File: src/rtl/inub_pkg.sv
`default_nettype none
package inub_pkg;

    localparam int RegW    = 13;
    localparam int CfgIdxW = 2;
    localparam int PixW    = 32;
    localparam int IdxW    = 24;

    localparam logic [CfgIdxW-1:0] CFG_SCREEN_WIDTH  = CfgIdxW'(0);
    localparam logic [CfgIdxW-1:0] CFG_SCREEN_HEIGHT = CfgIdxW'(1);

    localparam logic [RegW-1:0] SCREEN_W_RESET = RegW'(1920);
    localparam logic [RegW-1:0] SCREEN_H_RESET = RegW'(1080);

    localparam int SRC_WIDTH_DEF  = 320;
    localparam int SRC_HEIGHT_DEF = 200;
    localparam int MAX_SCALE_DEF  = 8;
    localparam int MAX_SCREEN_DEF = 4096;

    typedef enum logic [1:0] {
        ST_IDLE,
        ST_ROW,
        ST_EMIT
    } inub_state_t;

    typedef struct packed {
        logic accept;
        logic row_init;
        logic emit;
    } inub_cmd_t;

    typedef struct packed {
        logic out_free;
        logic last_write;
    } inub_status_t;

endpackage
`default_nettype wire

File: src/rtl/inub_ctrl.sv
`default_nettype none
module inub_ctrl import inub_pkg::*; (
    input  wire logic         clk,
    input  wire logic         rst_n,
    input  wire logic         in_valid,
    input  wire logic         cfg_busy,
    input  wire inub_status_t status,
    output logic              in_ready,
    output inub_cmd_t         cmd
);
    inub_state_t state_reg, state_next;

    always_ff @(posedge clk or negedge rst_n)
    begin
        if (!rst_n)
            state_reg <= ST_IDLE;
        else
            state_reg <= state_next;
    end

    always_comb
    begin
        state_next   = state_reg;
        in_ready     = 1'b0;
        cmd          = '0;
        unique case (state_reg)
            ST_IDLE:
            begin
                in_ready   = !cfg_busy;
                cmd.accept = in_valid && !cfg_busy;
                if (cmd.accept)
                    state_next = ST_ROW;
            end
            ST_ROW:
            begin
                cmd.row_init = 1'b1;
                state_next   = ST_EMIT;
            end
            ST_EMIT:
            begin
                if (status.out_free)
                begin
                    cmd.emit = 1'b1;
                    if (status.last_write)
                        state_next = ST_IDLE;
                end
            end
            default:
            begin
                state_next = ST_IDLE;
            end
        endcase
    end

endmodule
`default_nettype wire

File: config.mk
export PLATFORM = sky130hd
export DESIGN_NAME = inub_ctrl
export DESIGN_NICKNAME = d
export VERILOG_FILES = /design/src/rtl/inub_pkg.sv /design/src/rtl/inub_ctrl.sv
export SDC_FILE = /design/constraint.sdc
export NUM_CORES = 1
export LEC_CHECK = 0
export BUFFER_PORTS_ARGS = -buffer_cell sky130_fd_sc_hd__buf_4
export CAP_MARGIN = 20
export CORE_AREA = 8 8 45 47
export CTS_CLUSTER_DIAMETER = 50
export DETAILED_ROUTE_END_ITERATION = 6
export DIE_AREA = 0 0 53 55
export PLACE_DENSITY = 0.31
export SYNTH_ARGS = -nofsm -noshare
export SYNTH_HDL_FRONTEND = slang
export SYNTH_SLANG_ARGS = --single-unit
File: constraint.sdc
create_clock -name clk -period 0.9 [get_ports clk]
set_input_delay 0.09 -clock clk [delete_from_list [all_inputs] [get_ports clk]]
set_output_delay 0.09 -clock clk [all_outputs]
set_load 0.02 [all_outputs]
# Yosys cells after proc, flatten, opt, wreduce, memory -nomap -nowiden
# Cells that the tools add are included.
# op_classes
eq_ne,5
muxes,9
n_reduce_logical,4
# ops
op,n
$mux 2,3
$ne 2x2->1 const B,3
$pmux 2 s3,1
$mux 1,5
$reduce_and 3->1,1
$eq 2x1->1 const B,1
$eq 2x2->1 const B,1
$logic_not 2->1,1
$logic_and 1x1->1,1
$logic_not 1->1,1
# totals
regBits,2
out_inout_bits,4
elab_cells,19

# Logic depth before layout (Yosys ltp)
# depth
word_depth,4
mapped_depth,2
mapped_depth_nobuf,2

# Least setup slack after synthesis
# OpenSTA, ideal clock, no wires.
# synth_timing
path_type,register to output
start,register state_reg[0]
end,output port cmd[2] (netlist bit)
arrival_ns,1.063
setup_slack_ns,-0.253
stages_incl_launch_ff,3
path_buffers,0
cell_sequence,dfrtp_1 nor3_2 and2_1
# synth_rtl
item,line,source
start: declaration,inub_ctrl.sv:11,"inub_state_t state_reg, state_next;"
start signal: assignment,inub_ctrl.sv:18,state_reg <= state_next;
end: declaration,inub_ctrl.sv:9,output inub_cmd_t cmd

==> impl_metrics.json <==
{
  "startpoint": "state_reg[1]",
  "worst_pin_slew_ps": 153.9,
  "drtIter0Drc": 1,
  "final_util_pct": 19.26,
  "wl_met3_um": 97,
  "period_minus_slack_ps": 1174,
  "reg2reg_setup_slack_ps": -10,
  "clockBufferDepth": 2,
  "cts.sinks": 2,
  "cts_made_buffers": 3,
  "clkLatencyLatePin_ps": 220,
  "dr.pass1.iters": 2,
  "die_w_um": 53,
  "ys_ff_latch": 2,
  "worst_slack_ps": -274.1,
  "fin_nets": 32,
  "ys_warn_count": 0,
  "first_global_vias": 157,
  "cp-end-kind": "output pin",
  "fin_crit_sh_pct": 130.5,
  "synthToLayoutAreaGrowth_pct": 139.3,
  "start_kind": "flip-flop",
  "antenna_found_initial": 0,
  "fp-row-count": 14,
  "path_cells": "nor3_4 > and2_4 > buf_6",
  "reg2reg_from": "state_reg[1]",
  "dieArea_sq_um": 2915,
  "skew_ps": 2.722,
  "hold_class": "in -> reg",
  "grt_use_total_pct": 3.280,
  "wl_per_cell_um": 9.275,
  "die_h_um": 55,
  "cts_root_buf": "clkbuf_4",
  "relSlewSlack_pct": 89.74,
  "rsz0062_at_grt": "true",
  "ir_drop_mv": 0.7096,
  "wl_um": 371,
  "path_buf_inv": 1,
  "final-hold-violation-count": 0,
  "worstSetupPathType": "reg -> out",
  "syn_area_sq_um": 111.4,
  "drive_gt1_share_pct": 75.00,
  "cts_max_level": 1,
  "synth_nets": 17,
  "ys_seq_area_share_pct": 44.94,
  "n_antenna_cell": 0,
  "grt_overflow": 0,
  "pwr_density_cell_nw_per_um2": 2182,
  "cp.arrival_ps": 1080,
  "place_congestion": 0.5911,
  "maxUsedRoutingLayer": "met3",
  "total_leakage_power_nw": 0.1349,
  "cts_tree": "built",
  "synth_cells": 11,
  "clk_pin_slew_ps": 30,
  "fin_hold_ws_ps": 101.0,
  "required_ps": 810,
  "setup_viol": 5,
  "grt_max_degree": 4,
  "largest_reg_flops": 2,
  "max_freq_ghz": 0.8517,
  "yosysUniqueCellTypes": 8,
  "wl_met1_um": 156,
  "violations": "setup timing",
  "dr_total_vias": 122,
  "dr_wl_met2_um": 117,
  "start_util_pct": 8.047,
  "max_stage_delay_ps": 410,
  "hp-start": "in_valid",
  "io_pins": 10,
  "postRouteAntennaNets": 0,
  "grt_pass1_wl_um": 572,
  "design.core.area_sq_um": 1384,
  "avgSynthCellArea_sq_um": 10.12,
  "vias_per_cell": 3.050,
  "nFillCells": 157,
  "critPathSlowestCell": "dfrtp_1",
  "finalSetupTns_ps": -939.1,
  "crit_family": "flip-flops",
  "maxCapViolations": 0,
  "drv_slew": 0,
  "outcome": "finished with violations",
  "path_max_fanout": 3,
  "port_buffers": 9,
  "drc_errors": 0
}
-- area by class of cell --
class	instances	area, sq um	area share, %
repair buffers	11	100.1	37.56
multi-input cells	8	72.57	27.23
flip-flops and latches	2	51.30	19.25
clock buffers	3	22.52	8.451
well taps	16	20.02	7.512
-- routing by layer --
metal	global-route usage [%]	up-vias
met4	6.466	0
met2	1.953	10
met5	0	-
li1	-	60
met3	3.743	0
met1	3.196	52
-- power by group --
part           switching (W)  internal [W]
sequential         0.0000298      0.000113
clock              0.0000487      0.000147
combinational      0.0000924      0.000151
-- what timing repair did --
action	in CTS	in global routing
hold buffers	1	0
pin swaps	0	1
hold endpoints to repair	2	0
setup endpoints to repair	4	6
setup buffers	1	0
resized for setup	4	4
-- metrics by stage --
| step | power, W | instance area (sq um) | cells | worst slack, ps |
|---|---|---|---|---|
| finish | 0.0005816 | 266.5 | 40 | -274.1 |
| global placement | 0.0003168 | 200.2 | 35 | -56.34 |
| CTS | 0.0005717 | 254.0 | 40 | -292.6 |
| global route | 0.0006149 | 266.5 | 40 | -318.9 |
| floorplan | 0.0002511 | 120.1 | 11 | -102.0 |
| detailed placement | 0.0003190 | 200.2 | 35 | -58.14 |
-- synthesized netlist by cell type --
library cell / count / area share (%)
and2b_1: 1 / 6.7
dfrtp_1: 2 / 45
nor3_2: 1 / 9.0
buf_4: 1 / 6.7
a21o_1: 1 / 6.7
nand2_1: 1 / 3.4
nor2b_1: 1 / 5.6
and2_1: 3 / 17
-- worst paths after layout --
kind	end	cells past startpoint
max in group asynchronous	state_reg[0]	2
max reg2reg	state_reg[0]	3
min in group asynchronous	state_reg[0]	2
min	state_reg[0]	2
max	cmd[2]	3
min reg2reg	state_reg[1]	2
-- cell families after synthesis --
logic type	synth area share [%]
flops	44.95
buf+inv	6.744
compound gates	6.744
simple gates	41.58
-- cells in the final DEF, fill, tap and decap left out --
cell | Yosys | layout
and2_4 | 0 | 2
dlygate4sd3_1 | 0 | 1
buf_6 | 0 | 4
and2_1 | 3 | 1
clkbuf_4 | 0 | 3
nor2b_4 | 0 | 1
and2b_1 | 1 | 1
a21o_1 | 1 | 1
nor3_4 | 0 | 1
buf_4 | 1 | 6
dfrtp_2 | 0 | 1
dfrtp_1 | 2 | 1
nand2_1 | 1 | 1
(Power assumes the default switching activity.)
