**src/rtl/inub_pkg.sv**
```systemverilog
`default_nettype none
package inub_pkg;

    localparam int RegW    = 13;
    localparam int CfgIdxW = 2;
    localparam int PixW    = 32;
    localparam int IdxW    = 24;

    localparam logic [CfgIdxW-1:0] CFG_SCREEN_WIDTH  = CfgIdxW'(0);
    localparam logic [CfgIdxW-1:0] CFG_SCREEN_HEIGHT = CfgIdxW'(1);

    localparam logic [RegW-1:0] SCREEN_W_RESET = RegW'(1920);
    localparam logic [RegW-1:0] SCREEN_H_RESET = RegW'(1080);

    localparam int SRC_WIDTH_DEF  = 320;
    localparam int SRC_HEIGHT_DEF = 200;
    localparam int MAX_SCALE_DEF  = 8;
    localparam int MAX_SCREEN_DEF = 4096;

    typedef enum logic [1:0] {
        ST_IDLE,
        ST_ROW,
        ST_EMIT
    } inub_state_t;

    typedef struct packed {
        logic accept;
        logic row_init;
        logic emit;
    } inub_cmd_t;

    typedef struct packed {
        logic out_free;
        logic last_write;
    } inub_status_t;

endpackage
`default_nettype wire

```
**src/rtl/inub_dp.sv**
```systemverilog
`default_nettype none
module inub_dp import inub_pkg::*; #(
    parameter int SRC_WIDTH  = SRC_WIDTH_DEF,
    parameter int SRC_HEIGHT = SRC_HEIGHT_DEF,
    parameter int MAX_SCALE  = MAX_SCALE_DEF,
    parameter int MAX_SCREEN = MAX_SCREEN_DEF
) (
    input  wire logic                         clk,
    input  wire logic                         rst_n,
    input  wire inub_cmd_t                    cmd,
    output inub_status_t                      status,
    input  wire logic [PixW-1:0]              pixel_value,
    input  wire logic [RegW-1:0]              eff_w,
    input  wire logic [RegW-1:0]              eff_h,
    input  wire logic [$clog2(MAX_SCALE+1)-1:0] scale,
    input  wire logic [RegW-1:0]              offset_col,
    input  wire logic [RegW-1:0]              offset_row,
    input  wire logic                         out_ready,
    output logic                              out_valid,
    output logic [IdxW-1:0]                   dest_index,
    output logic [PixW-1:0]                   dest_pixel,
    output logic                              write_valid,
    output logic                              last_of_block,
    output logic                              last_of_frame
);
    localparam int ScaleW = $clog2(MAX_SCALE + 1);
    localparam int ColW   = (SRC_WIDTH > 1) ? $clog2(SRC_WIDTH) : 1;
    localparam int RowW   = (SRC_HEIGHT > 1) ? $clog2(SRC_HEIGHT) : 1;
    localparam int MaxSrc = (SRC_WIDTH > SRC_HEIGHT) ? SRC_WIDTH : SRC_HEIGHT;
    localparam int CoordW = $clog2(MAX_SCREEN + MaxSrc * MAX_SCALE + 1);
    localparam int ProdW  = CoordW + RegW;

    logic [ColW-1:0]   pos_col_reg;
    logic [RowW-1:0]   pos_row_reg;
    logic [PixW-1:0]   pix_reg;
    logic              frame_end_reg;
    logic [CoordW-1:0] base_x_reg, base_y_reg, x_reg, y_reg;
    logic [ScaleW-1:0] rx_reg, ry_reg;
    logic [IdxW-1:0]   row_addr_reg;
    logic [ProdW-1:0]  row_prod;

    logic              out_valid_reg;
    logic [IdxW-1:0]   out_index_reg;
    logic [PixW-1:0]   out_pixel_reg;
    logic              out_ok_reg, out_lob_reg, out_lof_reg;

    logic              on_screen, row_end, last_write, frame_end;
    logic [ScaleW-1:0] scale_m1;

    assign scale_m1   = scale - ScaleW'(1);
    assign row_end    = (rx_reg == scale_m1);
    assign last_write = row_end && (ry_reg == scale_m1);
    assign on_screen  = (x_reg < CoordW'(eff_w)) && (y_reg < CoordW'(eff_h));
    assign row_prod   = ProdW'(base_y_reg) * ProdW'(eff_w);
    assign frame_end  = (pos_col_reg == ColW'(SRC_WIDTH - 1)) &&
                        (pos_row_reg == RowW'(SRC_HEIGHT - 1));

    assign status.out_free   = !out_valid_reg || out_ready;
    assign status.last_write = last_write;

    always_ff @(posedge clk or negedge rst_n)
    begin
        if (!rst_n)
        begin
            pos_col_reg   <= '0;
            pos_row_reg   <= '0;
            out_valid_reg <= 1'b0;
        end
        else
        begin
            if (cmd.accept)
            begin
                if (pos_col_reg == ColW'(SRC_WIDTH - 1))
                begin
                    pos_col_reg <= '0;
                    if (pos_row_reg == RowW'(SRC_HEIGHT - 1))
                        pos_row_reg <= '0;
                    else
                        pos_row_reg <= pos_row_reg + RowW'(1);
                end
                else
                begin
                    pos_col_reg <= pos_col_reg + ColW'(1);
                end
            end
            if (cmd.emit)
                out_valid_reg <= 1'b1;
            else if (out_ready)
                out_valid_reg <= 1'b0;
        end
    end

    always_ff @(posedge clk)
    begin
        if (cmd.accept)
        begin
            pix_reg       <= pixel_value;
            frame_end_reg <= frame_end;
            base_x_reg    <= CoordW'(offset_col) + CoordW'(pos_col_reg) * CoordW'(scale);
            base_y_reg    <= CoordW'(offset_row) + CoordW'(pos_row_reg) * CoordW'(scale);
        end
        if (cmd.row_init)
        begin
            row_addr_reg <= IdxW'(row_prod);
            x_reg        <= base_x_reg;
            y_reg        <= base_y_reg;
            rx_reg       <= '0;
            ry_reg       <= '0;
        end
        if (cmd.emit)
        begin
            out_ok_reg    <= on_screen;
            out_index_reg <= on_screen ? (row_addr_reg + IdxW'(x_reg)) : '0;
            out_pixel_reg <= pix_reg;
            out_lob_reg   <= last_write;
            out_lof_reg   <= last_write && frame_end_reg;
            if (row_end)
            begin
                rx_reg       <= '0;
                x_reg        <= base_x_reg;
                ry_reg       <= ry_reg + ScaleW'(1);
                y_reg        <= y_reg + CoordW'(1);
                row_addr_reg <= row_addr_reg + IdxW'(eff_w);
            end
            else
            begin
                rx_reg <= rx_reg + ScaleW'(1);
                x_reg  <= x_reg + CoordW'(1);
            end
        end
    end

    assign out_valid     = out_valid_reg;
    assign dest_index    = out_index_reg;
    assign dest_pixel    = out_pixel_reg;
    assign write_valid   = out_ok_reg;
    assign last_of_block = out_lob_reg;
    assign last_of_frame = out_lof_reg;

endmodule
`default_nettype wire

```
**config.mk**
```make
export PLATFORM = sky130hd
export DESIGN_NAME = inub_dp
export DESIGN_NICKNAME = d
export VERILOG_FILES = /design/src/rtl/inub_pkg.sv /design/src/rtl/inub_dp.sv
export SDC_FILE = /design/constraint.sdc
export NUM_CORES = 1
export LEC_CHECK = 0
export BUFFER_PORTS_ARGS = -buffer_cell sky130_fd_sc_hd__buf_2
export CAP_MARGIN = 20
export CORE_MARGIN = 5
export CORE_UTILIZATION = 40
export CTS_CLUSTER_DIAMETER = 150
export DETAILED_ROUTE_END_ITERATION = 7
export GPL_ROUTABILITY_DRIVEN = 0
export PLACE_DENSITY = 0.63
export RECOVER_POWER = 100
export SLEW_MARGIN = 10
export SYNTH_ARGS = -nofsm -noshare
export SYNTH_HDL_FRONTEND = slang
export SYNTH_SLANG_ARGS = --single-unit
```
**constraint.sdc**
```tcl
create_clock -name clk -period 6 [get_ports clk]
set_clock_uncertainty 0.2 [all_clocks]
set_input_delay 1.5 -clock clk [delete_from_list [all_inputs] [get_ports clk]]
set_output_delay 1.5 -clock clk [all_outputs]
set_load 0.03 [all_outputs]
```
# == Word-level counts from Yosys, hierarchy flattened ==
# Index checks and enable logic that the tools add are counted.
# op_classes
magnitude_cmp,2
shift,0
div,0
n_addsub,11
n_eq_ne,4
muxes,19
n_mul,3
bitwise,0
n_reduce_logical,9
# ops
op,count
$mux W13,6
$mux W24,3
$add A24 B13 Y24,2
$add A13 B1 Y13 const B,2
$lt A13 B13 Y1,2
$mul A13 B13 Y24,1
$mux W4,6
$add A13 B12 Y13,1
$add A13 B13 Y13,1
$mul A9 B4 Y13,1
$mul A8 B4 Y12,1
$add A9 B1 Y9 const B,1
$eq A9 B9 Y1 const B,1
$mux W9,1
$add A4 B1 Y4 const B,2
$add A8 B1 Y8 const B,1
$eq A4 B4 Y1,2
$eq A8 B8 Y1 const B,1
$mux W8,1
$logic_and A1 B1 Y1,4
$reduce_bool A2 Y1,2
$sub A4 B1 Y4 const B,1
$mux W1,2
$reduce_and A2 Y1,1
2 further kinds,2
# word_totals
latch_bits,0
memories,0
output_inout_bits,62
ram_bits,0
ff_bits,194
input_bits,94
romBits,0

# == Logic depth before layout (Yosys ltp) ==
# Gate-level depths: netlist of the first run.
# logic_depth
ltp_word,4
depth_mapped,21
mapped_depth_nobuf,19

# == Worst setup path after synthesis of the first run ==
# No wires, ideal clock.
# synth_timing
kind,in2reg
startpoint,input eff_w[9]
endpoint,register row_addr_reg[21]
arrival_ps,6318
slack_ps,-579
n_path_buf,2
stages,19
t_required_ps,5738
path_cell_list,clkbuf_1 nand2_1 fa_1 inv_1 fa_1 fa_1 fa_1 inv_1 fa_1 inv_1 ha_1 clkbuf_1 a211oi_1 o21bai_1 a21o_1 a221oi_2 a21boi_1 or3_1 nand3_1
# synth_between
elab_chain_cells,4
word_cells_on_any_way,5
classes_between,add/sub: 1; mul: 1; mux: 3
# synth_lines
item,line,source
"start, declared",inub_dp.sv:13,"input wire logic [RegW-1:0] eff_w,"
$mul A13 B13 Y24,inub_dp.sv:54,assign row_prod = ProdW'(base_y_reg) * ProdW'(eff_w);
$mux W24,inub_dp.sv:102,if (cmd.row_init)
$mux W24,inub_dp.sv:117,if (row_end)
$mux W24 (*),inub_dp.sv:110,if (cmd.emit)
"end signal, assigned",inub_dp.sv:104,row_addr_reg <= IdxW'(row_prod);
"end signal, assigned",inub_dp.sv:123,row_addr_reg <= row_addr_reg + IdxW'(eff_w);
"end, declared",inub_dp.sv:39,logic [IdxW-1:0] row_addr_reg;
# Mark *: on every way between the ends. The rest lies on a longest branch, timed or not.
# A chain may end at the register's enable or synchronous reset.

# == Worst setup path after layout of the first run ==
# layout_timing
startpoint,input eff_w[3]
endpoint,register row_addr_reg[16]
# Same word-level chain as after synthesis.

==> results.py, run 1 <==
metrics = {
    "run_status": {
        "status": "complete, but fails checks",
        "violations": "capacitance limit, slew limit",
    },
    "final_layout": {
        "final_common_cell": "inv_1",
        "nets": 2425,
        "area_growth_pct": 16.5,
        "final_cell_mix": "258 x inv_1, 193 x nand2_1, 157 x fa_1, 149 x ha_1, 135 x edfxtp_1",
        "fin_area_um2": 20500,
        "final_util_pct": 47.3,
        "drive_gt1_share_pct": 15.6,
        "n_antenna_cell": 0,
    },
    "global_route": {
        "antenna_found_initial": 1,
        "grt_pass1_vias": 13900,
        "grt_remaining_overflow": 0,
        "grt_use_total_pct": 17.8,
        "grt_max_degree": 66,
        "grt_pass1_wl_um": 69600,
    },
    "die": {
        "num_rows": 76,
        "fp.dieW_um": 220,
        "ioPinCount": 156,
        "core_um2": 43300,
        "die_h_um": 220,
        "initial_core_util_pct": 40.7,
        "die_area_um2": 48300,
    },
    "clock_tree": {
        "ctsHoldBuffers": 0,
        "clk_pin_slew_ns": 0.07,
        "cts_buffer_depth": 2,
        "cts.sinks": 194,
        "htree_num_levels": 4,
        "clk-insertion-delay-late_ns": 0.45,
        "cts_buffers": 17,
        "cts_tree": "done",
        "cts-root-buf": "clkbuf_16",
    },
    "yosys": {
        "ys_async_sr_fraction_pct": 9.28,
        "yosysSeqAreaShare_pct": 30.3,
        "synth_ff_type": "edfxtp_1",
        "synth_fp_nets": 2219,
        "ys_ff_latch": 194,
        "synthCells": 1798,
        "yosys.area_share.simple_pct": 16.0,
        "syn_area_per_cell_um2": 9.78,
        "mappedNetlistArea_um2": 17600,
        "synth_xor_area_share_pct": 4.59,
        "synth_top_family_by_area": "adder cells",
        "synth_edf_count": 135,
        "synth_fa_ha_area_share_pct": 30.4,
        "synth_cell_types": 79,
        "synth_mux_area_share_pct": 0.704,
        "yosysWarnings": 0,
        "synth_compound_area_share_pct": 10.5,
    },
    "worst_hold_path": {
        "min_from": "pix_reg[7]",
        "hold_path_class": "register to register",
    },
    "pwr": {
        "seqPwrFrac_pct": 18.9,
        "ir_worst_vdd_v": 0.000532,
        "p_clk_share_pct": 10.3,
        "p_leak_nw": 9.33,
        "p_per_area_nw_per_um2": 554,
        "swShare_pct": 43.9,
        "netSwitchingPower_mw": 4.99,
        "combPwrFrac_pct": 70.8,
        "power_mw": 11.4,
        "p_int_mw": 6.37,
    },
    "timing": {
        "fin_crit_sh_pct": 99.6,
        "slew_headroom_pct": -141,
        "hold_viol": 0,
        "worstMarginPinSlew_ns": 3.61,
        "fin_crit_ns": 5.98,
        "setup_viol": 0,
        "fin_tns_setup_ns": 0,
        "slew_violations": 112,
        "whs_ns": 0.220,
        "max_freq_ghz": 0.167,
        "rsz0062_at_grt": "true",
    },
    "drt": {
        "viasPerCell": 5.06,
        "first_pass_iters": 5,
        "drt_first_iter_violations": 610,
        "routed_wl_um": 41900,
        "antenna_left": 0,
        "wire_per_inst_um": 16.1,
        "remaining_drc_errors": 0,
        "num_vias": 13200,
    },
    "setup_path": {
        "endpoint": "row_addr_reg[16]",
        "crit_path_start": "eff_w[3]",
        "end_kind": "register",
        "critPathRequiredTime_ns": 6.13,
        "r2r_cells": 19,
        "reg2reg_slack_ns": 0.41,
        "start_kind": "input port",
        "path_class": "input port to register",
        "r2r_start": "base_y_reg[6]",
        "crit_arrival_ns": 6.11,
        "reg2reg_to": "row_addr_reg[21]",
        "crit_fanout": 6,
    },
    "placement": {
        "post_dp_cell_area_um2": 19700,
        "port_buffers": 155,
        "dp_hpwl_um": 33900,
    },
    "run": {
        "max_cap_viol_count": 2,
    },
}
==> worst max-delay path, cell delays in order <==
cell     delay, ns
buf_8         0.11
and2_4        0.15
fa_1          0.54
inv_2         0.04
fa_1          0.53
inv_1         0.05
fa_1          0.45
fa_1          0.51
inv_2         0.04
fa_1          0.52
inv_1         0.04
ha_2          0.18
or3_1         0.32
o211a_1       0.26
o41ai_4       0.24
o21ai_1       0.12
xor2_1        0.17
a221o_1       0.32
==> layout make-up <==
cell class	instances	area, um^2
sequential	194	5330
clock buffer	19	458
multi-input combinational	1265	11200
clock inverter	13	156
inverter	267	1000
fill	4132	22800
timing repair buffer	259	1580
tap	585	732
==> layer usage <==
| metal | track usage [%] | vias to the layer above | wire length (um) |
|---|---|---|---|
| met5 | 0 | - | 20 |
| met1 | 23.4 | 6456 | 18700 |
| li1 | - | 6399 | - |
| met3 | 3.08 | 51 | 1670 |
| met4 | 5.14 | 2 | 932 |
| met2 | 30.5 | 249 | 20600 |
==> what timing repair did <==
item,CTS,global route
gates resized for setup,15,69
setup buffers,3,6
hold endpoints to repair,0,0
pin swaps,16,47
endpoints found under the setup margin,7,13
==> stage by stage <==
step | setup WS (ns) | cells
3_5_place_dp | -0.622 | 2561
5_1_grt | -0.145 | 2602
6_report | 0.0237 | 2602
4_1_cts | -0.0150 | 2596
2_1_floorplan | -0.437 | 1798
3_3_place_gp | -0.544 | 2561
==> how the worst min path moves through the flow <==
stage	to	slack, ns	cells after the start
2_1_floorplan	dest_pixel[0]	0.20	0
3_3_place_gp	dest_pixel[12]	0.20	0
3_5_place_dp	dest_pixel[5]	0.21	0
4_1_cts	dest_pixel[26]	0.22	0
5_1_grt	dest_pixel[7]	0.23	0
6_report	dest_pixel[7]	0.22	0
==> cell usage after synthesis, drive strengths merged (6+ instances only) <==
cell type  number  share of area, %
buf            19              0.69
nand4          13              0.50
a31oi           7              0.25
clkbuf         53               1.1
o21bai          6              0.26
nor2           85               1.9
dfrtp          18               2.6
and2          123               4.4
o21a           13              0.55
edfxtp        135                23
nor2b          18              0.64
and3           15              0.53
or3             8              0.28
dfxtp          41               4.7
nand3          34               1.0
fa            167                19
nand2         199               4.2
a311oi          8              0.40
nand2b         11              0.39
xnor2          61               3.0
a21oi          62               1.8
inv           266               5.7
a21o           19              0.81
o211ai         11              0.47
xor2           26               1.3
mux2i           9              0.51
ha            160                11
a211oi         28               1.2
o21ai          73               2.1
nor3           32               1.1
==> logic make-up after synthesis <==
family | after synthesis
DFF | 194
and+or+nand+nor | 562
AOI/OAI and AO/OA | 275
buffers and inverters | 339
muxes | 12
adders and majority gates | 327
xor gates and xnor gates | 89
==> power groups by stage <==
stage | logic [mW] | registers [mW] | clock network (mW)
final | 8.04 | 2.15 | 1.17
after detailed placement | 7.38 | 2.17 | 0
after global routing | 9.05 | 2.19 | 1.26
after global placement | 7.26 | 2.17 | 0
after floorplan | 5.28 | 2.17 | 0
after CTS | 7.66 | 2.14 | 1.21
Power figures use the tool's default switching activity.
==> run 2: changes to the inputs <==
--- a/config.mk
+++ b/config.mk
@@ -5,14 +5,14 @@
 export SDC_FILE = /design/constraint.sdc
 export NUM_CORES = 1
 export LEC_CHECK = 0
-export BUFFER_PORTS_ARGS = -buffer_cell sky130_fd_sc_hd__buf_2
 export CAP_MARGIN = 20
 export CORE_MARGIN = 5
 export CORE_UTILIZATION = 40
 export CTS_CLUSTER_DIAMETER = 150
 export DETAILED_ROUTE_END_ITERATION = 7
+export DONT_BUFFER_PORTS = 1
 export GPL_ROUTABILITY_DRIVEN = 0
-export PLACE_DENSITY = 0.63
+export PLACE_DENSITY = 0.6
 export RECOVER_POWER = 100
 export SLEW_MARGIN = 10
 export SYNTH_ARGS = -nofsm -noshare
==> results.py, run 2 (synthesized netlist as in run 1, its figures left out) <==
metrics = {
    "setup_path": {
        "reg2reg_slack_ns": 0.40,
        "path_class": "input port to register",
        "end_kind": "register",
        "slowest_stage": "fa_1",
        "crit_family": "adder cells",
        "path_buf_inv": 2,
        "crit_fanout": 14,
        "critPathRequiredTime_ns": 6.12,
        "start_kind": "input port",
        "cpPeakStageDelay_ns": 0.54,
        "crit_arrival_ns": 5.96,
        "path_common_cell": "fa_1",
        "crit_chain": "and2_1, fa_1, fa_1, fa_1, fa_1, inv_1, fa_1, inv_1, ha_1, a211oi_2, o21bai_1, a21o_1, a221oi_4, a21boi_2, o21ai_0, nand3_1",
    },
    "die": {
        "die_area_um2": 48300,
        "initial_core_util_pct": 40.7,
        "fp.dieW_um": 220,
        "num_rows": 76,
        "ioPinCount": 156,
        "core_um2": 43300,
        "die_h_um": 220,
    },
    "pwr": {
        "power_mw": 10.7,
        "p_per_area_nw_per_um2": 557,
        "ir_worst_vdd_v": 0.000451,
        "p_leak_nw": 8.57,
    },
    "clock_tree": {
        "ctsHoldBuffers": 0,
        "clk_pin_slew_ns": 0.08,
        "cts_buffer_depth": 2,
        "post_cts_resized": 0,
        "htree_num_levels": 4,
        "cts-root-buf": "clkbuf_16",
        "cts_buffers": 17,
        "clk-insertion-delay-late_ns": 0.46,
        "cts.sinks": 194,
        "cts_tree": "done",
        "post-cts-setup-buffers": 0,
    },
    "final_layout": {
        "drive_gt1_share_pct": 7.51,
        "area_growth_pct": 8.74,
        "n_antenna_cell": 0,
        "fillCellCount": 4175,
        "final_cell_mix": "266 x inv_1, 195 x nand2_1, 164 x fa_1, 151 x ha_1, 135 x edfxtp_1",
        "final_common_cell": "inv_1",
        "fin_area_um2": 19100,
        "nets": 2218,
        "final_cells": 2395,
    },
    "drt": {
        "wire_per_inst_um": 17.2,
        "antenna_left": 0,
        "first_pass_iters": 5,
        "num_vias": 12300,
        "routed_wl_um": 41200,
        "remaining_drc_errors": 0,
        "drt_first_iter_violations": 751,
        "viasPerCell": 5.15,
    },
    "placement": {
        "dp_slack_ns": -0.453,
        "dp.cells": 2363,
        "dp_hpwl_um": 32500,
        "port_buffers": 0,
        "post_dp_cell_area_um2": 18500,
    },
    "timing": {
        "slew_headroom_pct": 19.9,
        "whs_ns": 0.219,
        "rsz0062_at_grt": "false",
        "slew_violations": 0,
        "fin_crit_sh_pct": 97.3,
        "max_freq_ghz": 0.171,
        "fin_ws_ns": 0.160,
        "setup_viol": 0,
        "worstMarginPinSlew_ns": 1.20,
        "hold_viol": 0,
        "fin_crit_ns": 5.84,
    },
    "global_route": {
        "antenna_found_initial": 0,
        "grt_pass1_wl_um": 68600,
        "grt_pass1_vias": 13300,
        "grt_remaining_overflow": 0,
        "grt_use_total_pct": 17.7,
        "grt_max_degree": 67,
    },
    "worst_hold_path": {
        "hold_path_class": "register to register",
    },
    "run_status": {
        "status": "completed",
    },
    "run": {
        "max_cap_viol_count": 0,
    },
}
==> run 2: worst paths after layout <==
check                                   end     startpoint  cells after the start
min                          dest_pixel[21]    pix_reg[21]                      0
min in group asynchronous    pos_col_reg[7]          rst_n                      0
min reg2reg                  dest_pixel[21]    pix_reg[21]                      0
max                        row_addr_reg[21]      eff_w[12]                     16
max reg2reg                row_addr_reg[21]  base_y_reg[8]                     18
max in group asynchronous    pos_row_reg[4]          rst_n                      0
==> run 2: power by group <==
group	switching, mW	leakage, nW	internal (mW)	total (mW)
clock	0.574	0.285	0.565	1.14
combinational	3.70	6.37	3.50	7.20
sequential	0.467	1.92	1.85	2.32
total	4.74	8.57	5.91	10.7
==> run 2: area by class of cell <==
| cell class | instances | area, um^2 | share of cell area [%] |
|---|---|---|---|
| multi-input combinational | 1265 | 11100 | 58.0 |
| sequential | 194 | 5330 | 27.8 |
| inverter | 267 | 1000 | 5.24 |
| tap | 585 | 732 | 3.83 |
| clock buffer | 18 | 433 | 2.26 |
| timing repair buffer | 52 | 375 | 1.96 |
| clock inverter | 14 | 165 | 0.864 |
==> run 2: stage by stage <==
step	util (%)	TNS [ns]
floorplan	-	-1.51
global placement	42.8	-3.15
detailed placement	42.8	-4.06
CTS	44.2	0
global route	44.2	0
finish	44.2	0
==> run 2: layer usage <==
metal,GRT usage (%),vias up,share of wire (%)
met5,0,-,0
li1,-,5961,-
met4,4.01,0,1.3
met3,4.03,30,4.8
met2,29.9,233,49
met1,23.4,6120,45
